--- src/hw/rtl/hslc_pkg.sv ---
// Shared constants, types and helper functions for the HSL colorize pixel pipeline.
`timescale 1ns / 1ps

package hslc_pkg;

    // Q16 fixed point reference points
    localparam logic [16:0] ONE_Q16  = 17'd65536;
    localparam logic [16:0] HALF_Q16 = 17'd32768;
    localparam logic [18:0] SIX_Q16  = 19'd393216;
    localparam logic [18:0] TWO_Q16  = 19'd131072;

    // Rec.709 luminance weights scaled so that the sum over 255 is Q16
    localparam logic [15:0] COEF_RED   = 16'd13933;
    localparam logic [15:0] COEF_GREEN = 16'd46871;
    localparam logic [15:0] COEF_BLUE  = 16'd4732;

    // floor(2^23 / 255), slightly low: the estimate is short by at most one
    localparam logic [15:0] RECIP_255 = 16'd32896;
    localparam int unsigned RECIP_SHIFT = 23;

    // Register indexes on the configuration port
    localparam int unsigned CFG_ADDR_W = 2;
    localparam logic [CFG_ADDR_W-1:0] CFG_HUE   = 2'd0;
    localparam logic [CFG_ADDR_W-1:0] CFG_SAT   = 2'd1;
    localparam logic [CFG_ADDR_W-1:0] CFG_LIGHT = 2'd2;
    localparam int unsigned CFG_DATA_W = 17;

    // Pipeline depth in register stages
    localparam int unsigned NSTG = 11;

    typedef logic [16:0] t_q16;

    // Saturate a written register value to 1.0
    function automatic t_q16 clamp_reg(input logic [CFG_DATA_W-1:0] v);
        t_q16 r;
        r = (v > ONE_Q16) ? ONE_Q16 : t_q16'(v);
        return r;
    endfunction

    // Hue ramp as a weight on (m2 - m1): zero on the m1 plateau, one on the m2 plateau
    function automatic t_q16 ramp_weight(input logic [18:0] t);
        t_q16        w;
        logic [18:0] down;
        down = 19'd262144 - t;
        if (t < 19'd65536) begin
            w = t[16:0];
        end else if (t < 19'd196608) begin
            w = ONE_Q16;
        end else if (t < 19'd262144) begin
            w = down[16:0];
        end else begin
            w = '0;
        end
        return w;
    endfunction

endpackage

--- src/hw/rtl/hsl_colorize_pixel.sv ---
// Top level of the HSL colorize pixel filter: an eleven-stage pixel pipeline.
`timescale 1ns / 1ps

// Channel   Dir  Handshake            Payload
// s_*       in   s_tvalid / s_tready  s_tdata: red, green, blue, alpha (8 bits each)
// m_*       out  m_tvalid / m_tready  m_tdata: red, green, blue, alpha (8 bits each)
// i_cfg_*   in   i_cfg_we             i_cfg_addr: register index, i_cfg_data: 17-bit value
//
// One pixel enters per clock while s_tready is high; each pixel passes through the registered
// stages 0 to 10 in order, and m_tvalid is the valid bit of stage 10.
// Each stage holds at most one multiply or a short add/compare per channel; the depth is set
// by the divide-by-255 reciprocal step, the lightness scale, the m2 product and the ramp.
// Synchronous active-low reset clears the valid bits and sets the three configuration
// registers to one half.
// A stage loads whenever it is empty or the stage after it moves, so bubbles close up
// and a stalled output holds its transaction without loss or repeat.

module hsl_colorize_pixel (
    input  logic                               i_clk,
    input  logic                               i_rst_n,
    // input pixels
    input  logic                               s_tvalid,
    output logic                               s_tready,
    input  logic [31:0]                        s_tdata,   // in_red, in_green, in_blue, in_alpha
    // output pixels
    output logic                               m_tvalid,
    input  logic                               m_tready,
    output logic [31:0]                        m_tdata,   // out_red, out_green, out_blue, out_alpha
    // configuration writes
    input  logic                               i_cfg_we,
    input  logic [hslc_pkg::CFG_ADDR_W-1:0]    i_cfg_addr,
    input  logic [hslc_pkg::CFG_DATA_W-1:0]    i_cfg_data
);

    localparam int unsigned NSTG = hslc_pkg::NSTG;

    // ------------------------------------------------------------------
    // Configuration registers and values derived from them
    // ------------------------------------------------------------------
    hslc_pkg::t_q16 r_hue, r_sat, r_light;

    always_ff @(posedge i_clk) begin
        if (!i_rst_n) begin
            r_hue   <= hslc_pkg::HALF_Q16;
            r_sat   <= hslc_pkg::HALF_Q16;
            r_light <= hslc_pkg::HALF_Q16;
        end else if (i_cfg_we) begin
            case (i_cfg_addr)
                hslc_pkg::CFG_HUE:   r_hue   <= hslc_pkg::clamp_reg(i_cfg_data);
                hslc_pkg::CFG_SAT:   r_sat   <= hslc_pkg::clamp_reg(i_cfg_data);
                hslc_pkg::CFG_LIGHT: r_light <= hslc_pkg::clamp_reg(i_cfg_data);
                default: ; // drop writes to unused indexes
            endcase
        end
    end

    // Lightness: factor and offset applied to the luminance.
    // Brighten: lum*(1-d) + d; darken: lum*(1+d); d = lightness - half.
    hslc_pkg::t_q16 r_lf, r_loff, n_lf, n_loff;
    // Per-channel ramp weights from the hue
    hslc_pkg::t_q16 r_w_red, r_w_grn, r_w_blu, n_w_red, n_w_grn, n_w_blu;
    logic [18:0] w_h6, w_t_red, w_t_blu;
    logic [19:0] w_t_red_raw;

    always_comb begin
        if (r_light > hslc_pkg::HALF_Q16) begin
            n_lf   = 17'(18'd98304 - {1'b0, r_light});
            n_loff = r_light - hslc_pkg::HALF_Q16;
        end else begin
            n_lf   = r_light + hslc_pkg::HALF_Q16;
            n_loff = '0;
        end

        // hue * 6 with the wrap at six for the red and blue positions
        w_h6        = ({2'b00, r_hue} << 2) + ({2'b00, r_hue} << 1);
        w_t_red_raw = {1'b0, w_h6} + {1'b0, hslc_pkg::TWO_Q16};
        if (w_t_red_raw > {1'b0, hslc_pkg::SIX_Q16}) begin
            w_t_red = 19'(w_t_red_raw - {1'b0, hslc_pkg::SIX_Q16});
        end else begin
            w_t_red = w_t_red_raw[18:0];
        end
        if (w_h6 < hslc_pkg::TWO_Q16) begin
            w_t_blu = w_h6 + (hslc_pkg::SIX_Q16 - hslc_pkg::TWO_Q16);
        end else begin
            w_t_blu = w_h6 - hslc_pkg::TWO_Q16;
        end
        n_w_red = hslc_pkg::ramp_weight(w_t_red);
        n_w_grn = hslc_pkg::ramp_weight(w_h6);
        n_w_blu = hslc_pkg::ramp_weight(w_t_blu);
    end

    // Refreshed every cycle; the user must change the registers only while the pipeline is empty (not enforced here)
    always_ff @(posedge i_clk) begin
        r_lf    <= n_lf;
        r_loff  <= n_loff;
        r_w_red <= n_w_red;
        r_w_grn <= n_w_grn;
        r_w_blu <= n_w_blu;
    end

    // ------------------------------------------------------------------
    // Pipeline control: a stage advances when empty or when its successor advances
    // ------------------------------------------------------------------
    logic [NSTG-1:0] r_vld, n_vld, w_adv;

    always_comb begin
        w_adv[NSTG-1] = !r_vld[NSTG-1] || m_tready;
        for (int k = NSTG - 2; k >= 0; k--) begin
            w_adv[k] = !r_vld[k] || w_adv[k+1];
        end
        n_vld = r_vld;
        if (w_adv[0]) begin
            n_vld[0] = s_tvalid;
        end
        for (int k = 1; k < NSTG; k++) begin
            if (w_adv[k]) begin
                n_vld[k] = r_vld[k-1];
            end
        end
    end

    always_ff @(posedge i_clk) begin
        if (!i_rst_n) begin
            r_vld <= '0;
        end else begin
            r_vld <= n_vld;
        end
    end

    assign s_tready = w_adv[0];
    assign m_tvalid = r_vld[NSTG-1];

    // Alpha rides along every stage
    logic [7:0] r_alpha [NSTG];

    always_ff @(posedge i_clk) begin
        if (w_adv[0]) begin
            r_alpha[0] <= s_tdata[31:24];
        end
        for (int k = 1; k < NSTG; k++) begin
            if (w_adv[k]) begin
                r_alpha[k] <= r_alpha[k-1];
            end
        end
    end

    // ------------------------------------------------------------------
    // Stage 0: weighted channel products
    // ------------------------------------------------------------------
    logic [23:0] r0_pr, r0_pg, r0_pb;

    always_ff @(posedge i_clk) begin
        if (w_adv[0]) begin
            r0_pr <= {8'd0, hslc_pkg::COEF_RED}   * {16'd0, s_tdata[7:0]};
            r0_pg <= {8'd0, hslc_pkg::COEF_GREEN} * {16'd0, s_tdata[15:8]};
            r0_pb <= {8'd0, hslc_pkg::COEF_BLUE}  * {16'd0, s_tdata[23:16]};
        end
    end

    // Stage 1: luminance sum (at most 255 * 65536, fits 24 bits)
    logic [23:0] r1_sum;

    always_ff @(posedge i_clk) begin
        if (w_adv[1]) begin
            r1_sum <= r0_pr + r0_pg + r0_pb;
        end
    end

    // Stage 2: quotient estimate by reciprocal multiply
    logic [23:0]    r2_sum;
    hslc_pkg::t_q16 r2_qe;
    logic [39:0]    w_qprod;

    assign w_qprod = {16'd0, r1_sum} * {24'd0, hslc_pkg::RECIP_255};

    always_ff @(posedge i_clk) begin
        if (w_adv[2]) begin
            r2_sum <= r1_sum;
            r2_qe  <= w_qprod[hslc_pkg::RECIP_SHIFT +: 17];
        end
    end

    // Stage 3: correct the estimate by one where the remainder reaches 255
    hslc_pkg::t_q16 r3_lum;
    logic [24:0]    w_qx255, w_rem;

    always_comb begin
        w_qx255 = ({8'd0, r2_qe} << 8) - {8'd0, r2_qe};
        w_rem   = {1'b0, r2_sum} - w_qx255;
    end

    always_ff @(posedge i_clk) begin
        if (w_adv[3]) begin
            r3_lum <= (w_rem >= 25'd255) ? r2_qe + 17'd1 : r2_qe;
        end
    end

    // Stage 4: lightness scale product
    logic [33:0]    r4_prod;
    hslc_pkg::t_q16 r4_off;

    always_ff @(posedge i_clk) begin
        if (w_adv[4]) begin
            r4_prod <= {17'd0, r3_lum} * {17'd0, r_lf};
            r4_off  <= r_loff;
        end
    end

    // Stage 5: adjusted luminance
    hslc_pkg::t_q16 r5_lum;
    logic [17:0]    w_lum5;

    assign w_lum5 = {1'b0, r4_prod[32:16]} + {1'b0, r4_off};

    always_ff @(posedge i_clk) begin
        if (w_adv[5]) begin
            r5_lum <= w_lum5[16:0];
        end
    end

    // Stage 6: m2 product, lum*(1+s) on the dark half, lum*s on the bright half
    logic [34:0]    r6_prod;
    hslc_pkg::t_q16 r6_lum;
    logic           r6_dark;
    logic           w_dark;
    logic [17:0]    w_k;

    always_comb begin
        w_dark = (r5_lum <= hslc_pkg::HALF_Q16);
        w_k    = {1'b0, r_sat} + (w_dark ? {1'b0, hslc_pkg::ONE_Q16} : 18'd0);
    end

    always_ff @(posedge i_clk) begin
        if (w_adv[6]) begin
            r6_prod <= {18'd0, r5_lum} * {17'd0, w_k};
            r6_lum  <= r5_lum;
            r6_dark <= w_dark;
        end
    end

    // Stage 7: m1 and the span m2 - m1 (zero saturation gives m1 = m2 = lum)
    hslc_pkg::t_q16 r7_m1, r7_span;
    logic [18:0]    w_m2, w_m1;

    always_comb begin
        if (r6_dark) begin
            w_m2 = {2'b00, r6_prod[32:16]};
        end else begin
            w_m2 = {2'b00, r6_lum} + {2'b00, r_sat} - {2'b00, r6_prod[32:16]};
        end
        w_m1 = ({2'b00, r6_lum} << 1) - w_m2;
    end

    always_ff @(posedge i_clk) begin
        if (w_adv[7]) begin
            r7_m1   <= w_m1[16:0];
            r7_span <= 17'(w_m2 - w_m1);
        end
    end

    // Stage 8: ramp products, one per channel
    logic [33:0]    r8_pr, r8_pg, r8_pb;
    hslc_pkg::t_q16 r8_m1;

    always_ff @(posedge i_clk) begin
        if (w_adv[8]) begin
            r8_pr <= {17'd0, r7_span} * {17'd0, r_w_red};
            r8_pg <= {17'd0, r7_span} * {17'd0, r_w_grn};
            r8_pb <= {17'd0, r7_span} * {17'd0, r_w_blu};
            r8_m1 <= r7_m1;
        end
    end

    // Stage 9: channel values, held to 1.0
    hslc_pkg::t_q16 r9_cr, r9_cg, r9_cb;
    logic [17:0]    w_cr, w_cg, w_cb;

    always_comb begin
        w_cr = {1'b0, r8_m1} + {1'b0, r8_pr[32:16]};
        w_cg = {1'b0, r8_m1} + {1'b0, r8_pg[32:16]};
        w_cb = {1'b0, r8_m1} + {1'b0, r8_pb[32:16]};
    end

    always_ff @(posedge i_clk) begin
        if (w_adv[9]) begin
            r9_cr <= (w_cr > {1'b0, hslc_pkg::ONE_Q16}) ? hslc_pkg::ONE_Q16 : w_cr[16:0];
            r9_cg <= (w_cg > {1'b0, hslc_pkg::ONE_Q16}) ? hslc_pkg::ONE_Q16 : w_cg[16:0];
            r9_cb <= (w_cb > {1'b0, hslc_pkg::ONE_Q16}) ? hslc_pkg::ONE_Q16 : w_cb[16:0];
        end
    end

    // Stage 10: bytes, floor(c * 255 / 65536) as shift and subtract
    logic [24:0] w_br, w_bg, w_bb;
    logic [31:0] r10_data;

    always_comb begin
        w_br = ({8'd0, r9_cr} << 8) - {8'd0, r9_cr};
        w_bg = ({8'd0, r9_cg} << 8) - {8'd0, r9_cg};
        w_bb = ({8'd0, r9_cb} << 8) - {8'd0, r9_cb};
    end

    always_ff @(posedge i_clk) begin
        if (w_adv[10]) begin
            r10_data <= {r_alpha[9], w_bb[23:16], w_bg[23:16], w_br[23:16]};
        end
    end

    assign m_tdata = r10_data;

    // r_alpha's last tap is unused by the data path; keep it visible for debug alignment
    logic w_alpha_match;
    assign w_alpha_match = (r_alpha[NSTG-1] == r10_data[31:24]);

`ifndef SYNTHESIS
    // Registers never leave 0..1.0
    a_cfg_range: assert property (@(posedge i_clk) disable iff (!i_rst_n)
        (r_hue <= hslc_pkg::ONE_Q16) && (r_sat <= hslc_pkg::ONE_Q16)
        && (r_light <= hslc_pkg::ONE_Q16))
        else $error("configuration register above 1.0");

    // A hue write lands clamped on the next edge
    a_hue_write: assert property (@(posedge i_clk) disable iff (!i_rst_n)
        (i_cfg_we && (i_cfg_addr == hslc_pkg::CFG_HUE))
        |=> (r_hue == hslc_pkg::clamp_reg($past(i_cfg_data))))
        else $error("hue register write mismatch");

    // A full pipeline stalled at the output takes no new pixel
    a_full_stall: assert property (@(posedge i_clk) disable iff (!i_rst_n)
        ((&r_vld) && !m_tready) |-> !s_tready)
        else $error("input accepted while pipeline full and stalled");

    // m2 = m1 + span stays within 1.0
    a_m2_range: assert property (@(posedge i_clk) disable iff (!i_rst_n)
        r_vld[7] |-> (({1'b0, r7_m1} + {1'b0, r7_span}) <= {1'b0, hslc_pkg::ONE_Q16}))
        else $error("m2 out of range");

    // Alpha tap and output word agree whenever the output holds a pixel
    a_alpha_path: assert property (@(posedge i_clk) disable iff (!i_rst_n)
        m_tvalid |-> w_alpha_match)
        else $error("alpha lost alignment");
`endif

endmodule
--- config.mk ---
export PLATFORM = sky130hd
export DESIGN_NAME = hsl_colorize_pixel
export DESIGN_NICKNAME = d
export VERILOG_FILES = /design/src/hw/rtl/hslc_pkg.sv /design/src/hw/rtl/hsl_colorize_pixel.sv
export SDC_FILE = /design/constraint.sdc
export NUM_CORES = 2
export LEC_CHECK = 0
export ABC_AREA = 1
export BUFFER_PORTS_ARGS = -buffer_cell sky130_fd_sc_hd__buf_2
export CAP_MARGIN = 40
export CORE_MARGIN = 3
export CORE_UTILIZATION = 35
export CTS_CLUSTER_DIAMETER = 60
export CTS_CLUSTER_SIZE = 10
export DETAILED_ROUTE_END_ITERATION = 10
export PLACE_DENSITY = 0.51
export SETUP_SLACK_MARGIN = 0.05
export SLEW_MARGIN = 20
export SYNTH_ARGS = -nofsm -noshare
export SYNTH_HDL_FRONTEND = slang
export SYNTH_SLANG_ARGS = --single-unit
--- constraint.sdc ---
create_clock -name i_clk -period 18.1 [get_ports i_clk]
set_input_delay 0.905 -clock i_clk [delete_from_list [all_inputs] [get_ports i_clk]]
set_output_delay 0.905 -clock i_clk [all_outputs]
set_load 0.01 [all_outputs]
Word level (Yosys, flattened, before mapping)
Memories as Yosys holds them, arrays and structs flattened. Cells that the tools add are included.

Word-level logic and storage cells: 164. Bits in registers: 645. Output and inout bits: 34. Bits of input ports: 56. RAM bits: 88. Memories kept: 1.

Memories: r_alpha (depth 11, width 8, rd ports 10, clocked after memory_dff 0, write ports 11, line hsl_colorize_pixel.sv:134) `logic [7:0] r_alpha [NSTG];`.

Magnitude comparators: 18. Multipliers: 9. Reductions and logical operators: 26. Equal/unequal tests: 2. Multiplexer cells: 38. $add $sub $neg: 28.

Operator list (count): 17-bit two-way mux (14); 17-bit by 17-bit multiplier with 33-bit output (4); 19-bit by 18-bit < comparator with 1-bit output, second input constant (4); 17-bit by 17-bit adder with 18-bit output (4); 24-bit by 17-bit subtractor with 24-bit output (3); 19-bit by 17-bit < comparator with 1-bit output, second input constant (3); 19-bit < comparator, second input constant (3); 18-bit by 17-bit > comparator with 1-bit output, second input constant (3); 1-bit by 17-bit subtractor with 17-bit output, first input constant (3); 17-bit subtractor (3); 19-bit two-way mux (2); 17-bit adder (2); 17-bit by 18-bit multiplier with 33-bit output (1); 24-bit by 9-bit multiplier with 33-bit output, second input constant (1); 25-bit by 8-bit greater-or-equal comparator with 1-bit output, second input constant (1); 24-bit by 25-bit subtractor with 25-bit output (1); 25-bit by 17-bit subtractor with 25-bit output (1); 22-bit by 24-bit adder with 24-bit output (1); 24-bit by 21-bit adder with 24-bit output (1); 16-bit by 8-bit multiplier with 24-bit output, first input constant (1); 14-bit by 8-bit multiplier with 22-bit output, first input constant (1); 1-bit two-way mux (22); 19-bit by 18-bit adder with 20-bit output, second input constant (1); 20-bit by 19-bit > comparator with 1-bit output, second input constant (1); other kinds (18) (40).

Depth between registers and ports, before layout
Depth in word-level cells: 14. Depth in mapped cells: 35. Gate-level depth less buffers: 33.

Least setup slack after synthesis
OpenSTA, ideal clock, no wires.

Path kind: input port to output port. Start point: input port m_tready. End point: output port s_tready. Arrival: 9.954 ns. Cell stages on the path: 14. Required time: 17.195 ns. Path buffers: 0. Setup slack: 7.241 ns. Cells stage by stage: nor2_1 inv_1 nor2_1 inv_1 nor2_1 inv_1 nor2_1 nand2_1 nor2_2 nand2_1 nor2_1 nand2_1 nor2_2 nand2_1.

Word-level cells in the longest chain between the ends: 11.

Ends and longest elaborated chain: from (decl) (line hsl_colorize_pixel.sv:27) `input logic m_tready,`; 1-bit logical OR (line hsl_colorize_pixel.sv:107) `w_adv[NSTG-1] = !r_vld[NSTG-1] || m_tready;`; via w_adv[10] (line hsl_colorize_pixel.sv:104) `logic [NSTG-1:0] r_vld, n_vld, w_adv;`; 1-bit logical OR (line hsl_colorize_pixel.sv:109) `w_adv[k] = !r_vld[k] || w_adv[k+1];`; via w_adv[9] (line hsl_colorize_pixel.sv:104); 1-bit logical OR (line hsl_colorize_pixel.sv:109); via w_adv[8] (line hsl_colorize_pixel.sv:104); 1-bit logical OR (2 in series) (line hsl_colorize_pixel.sv:109); via w_adv[6] (line hsl_colorize_pixel.sv:104); 1-bit logical OR (2 in series) (line hsl_colorize_pixel.sv:109); via w_adv[4] (line hsl_colorize_pixel.sv:104); 1-bit logical OR (2 in series) (line hsl_colorize_pixel.sv:109); via w_adv[2] (line hsl_colorize_pixel.sv:104); 1-bit logical OR (2 in series) (line hsl_colorize_pixel.sv:109); to (decl) (line hsl_colorize_pixel.sv:23) `output logic s_tready,`.

The timed path passes the listed nets, and every way through them passes these cells.

Final worst setup path
Start point: register r5_lum[3]. End point: register r6_prod[31], data pin.

Word-level cells in the longest chain between the ends: 4.

Ends and longest elaborated chain: from (decl) (line hsl_colorize_pixel.sv:210) `hslc_pkg::t_q16 r5_lum;`; from (signal assigned) (line hsl_colorize_pixel.sv:217) `r5_lum <= w_lum5[16:0];`; 17-bit by 16-bit less-or-equal comparator with 1-bit output (line hsl_colorize_pixel.sv:229) `w_dark = (r5_lum <= hslc_pkg::HALF_Q16);`; via w_dark (line hsl_colorize_pixel.sv:225) `logic w_dark;`; 17-bit two-way mux (line hsl_colorize_pixel.sv:230) `w_k = {1'b0, r_sat} + (w_dark ? {1'b0, hslc_pkg::ONE_Q16} : 18'd0);`; 17-bit by 17-bit adder with 18-bit output (line hsl_colorize_pixel.sv:230); 17-bit by 18-bit multiplier with 33-bit output (line hsl_colorize_pixel.sv:235) `r6_prod <= {18'd0, r5_lum} * {17'd0, w_k};`; to (signal assigned) (line hsl_colorize_pixel.sv:235); to (decl) (line hsl_colorize_pixel.sv:222) `logic [34:0] r6_prod;`.

The timed path passes the listed nets, and every way through them passes these cells. A chain may end at the register's enable or synchronous reset.

==> flow_metrics.tcl <==
set metrics [dict create \
    status "complete, no violations" \
    syn_area_um2 85200 \
    io_buffers 89 \
    cap_violations 0 \
    final_cells 13200 \
    dr.pass1.iters 6 \
    reg2reg_slack_ps 10720 \
    synth_edf_count 497 \
    use_met2 0.313 \
    syn_avg_cell_area_um2 8.49 \
    postCtsSetupBuffers 0 \
    drtIter0Drc 3637 \
    hold_viol 0 \
    setup_viol 0 \
    async_flop_share 0 \
    ant_nets 0 \
    slew_viol_final 0 \
    crit_path_end_kind "flop" \
    grt_max_degree 66 \
    whs_ps 337 \
    fmax_mhz 136 \
    seq_area_frac_synth 0.209 \
    routed-via-count 63100 \
    root_buffer "clkbuf_16" \
    yosys-top-cells-area "fa_1 (28%), edfxtp_1 (18%), ha_1 (14%)" \
    use_met1 0.260 \
    worst-path-max-fanout 20 \
    required_ps 18570 \
    dieArea_um2 249000 \
    wl_per_cell_um 17.4 \
    drc 0 \
    post_cts_resized 0 \
    final.min_clock_period_ps 7380 \
    synth_warnings 0 \
    dpl-instance-area_um2 89100 \
    gp_congestion 0.877 \
    fin_nets 12200 \
    ys.flop_type "edfxtp_1" \
    row_count 180 \
    grt_overflow 0 \
    top_usage_layer "met2" \
    io_pins 90 \
    htree_levels 3 \
    cts_buffers 92 \
    finClkSkew_ps 59.5 \
    rsz0062_at_grt "false" \
    synth_most_common_cell "inv_1" \
    path_class "flop to flop" \
    cts_tree "built" \
    crit_arrival_ps 7840 \
    antenna_found_initial 1 \
    use_met3 0.0225 \
    synth.largest_area_cell "fa_1" \
    synth_cells 10000 \
    ys_seq_elements 641 \
    core_um2 241000 \
    dp.cells 13000 \
    drive_gt1_frac 0.0381 \
    fp.dieW_um 499 \
    fin_setup_tns_ps 0 \
    worst_pin_slew_ps 929 \
    clk_pin_slew_worst_paths_ps 60 \
    worst_setup_path_start_kind "flop" \
    grt_pass1_vias 67100 \
    area_growth_pct 8.50 \
    synth_commonest_cells "inv_1 (2514), nand2_1 (2261), fa_1 (1198)" \
    cts_sinks 641 \
    clk_latency_ps 740 \
    hold_class "primary input to flop" \
    routed_wl_um 230000 \
    maxSlewHeadroom 0.380 \
    start_util 0.353 \
    grt_pass1_wl_um 374000 \
    yosys.area.top_type_share 0.282 \
    grt_use_total 0.188 \
    cts_hold_buffers 0 \
    die_h_um 499 \
    synthDistinctLibCells 63 \
    place_hpwl_um 185000 \
    max-clock-path-buffers 3 \
    vias_per_cell 4.77 \
    n_fill_cell 24400 \
    fin_area_um2 92400 \
    fin_crit_sh 0.407 \
]
## cells by family (layout without fill, tap and decap cells)
logic type      count (synthesis)  after routing  share of synthesized area
xor+xnor                      344            344                     0.0355
compound gates                989            989                     0.0635
buf+inv                      2873           2871                      0.127
fa+ha+maj                    2143           2143                      0.420
simple gates                 3033           3033                      0.144
flops                         641            641                      0.209
other cells                     2             36                  0.0000882
mux                             1              1                   0.000118
## per-stage QoR
step	util	worst slack (ps)
after floorplan	-	7240
after global placement	0.368	10710
after detailed placement	0.369	10790
after CTS	0.382	10730
after global routing	0.383	10280
final	0.383	10720
## worst paths after layout
path,start,to,depth (start not counted)
max,r5_lum[3]$_DFFE_PP_,r6_prod[31]$_DFFE_PP_,23
min,s_tdata[31],r_alpha[0][7]$_DFFE_PP_,1
max reg2reg,r5_lum[3]$_DFFE_PP_,r6_prod[31]$_DFFE_PP_,23
min reg2reg,r_loff[5]$_SDFF_PP0_,r4_off[5]$_DFFE_PP_,0
## sequential cells by signal, indices dropped and copies added, names as in the netlist, 19 cells and up
name     cells
m_tdata     32
r0_pb       19
r0_pg       24
r0_pr       22
r1_sum      24
r2_sum      24
r_alpha     80
## per-layer routing
metal,vias up,part of all wire
met4,0,0.028
met2,1355,0.46
met3,290,0.046
met1,31100,0.46
met5,-,0
li1,30400,-
## critical path, stage by stage, from the launching register on
cell      delay [ps]
edfxtp_1         730
nor4_1           450
nand4_1          130
a21oi_1          190
ha_1             660
nand2_1          180
fa_1             580
inv_1             60
fa_1             540
inv_1             60
fa_1             500
inv_1             60
fa_1             440
fa_1             530
inv_1             50
fa_1             480
inv_1             40
ha_1             340
a21oi_1          190
o21ai_0          100
nor2_1           130
nand3_1          200
a221oi_1         350
xor2_1           100
## cell type report
type                       count  area (um2)  share of cell area
antenna                        3        7.51           0.0000812
tap                         3185        3990              0.0431
multi-input combinational   6543       56600               0.613
sequential                   641       17800               0.193
clock buffer                 135        2570              0.0278
timing repair buffer         182        1530              0.0165
clock inverter                36         402             0.00435
inverter                    2518        9450               0.102
## layout by cell type, fill, tap and decap left out, drive strengths merged, types with 25 or more instances in the layout
cell type / count
nor3: 65
nand4: 85
o21bai: 25
buf: 182
conb: 33
a21oi: 525
fa: 1198
edfxtp: 497
dfxtp: 144
nor2: 340
o21ai: 280
clkbuf: 135
a21o: 26
inv: 2535
nand2: 2274
ha: 945
a31oi: 27
nand3: 213
xor2: 237
xnor2: 107
Power is not shown: default switching activity piles up to over one toggle a cycle in this logic, so the estimate is an artifact.
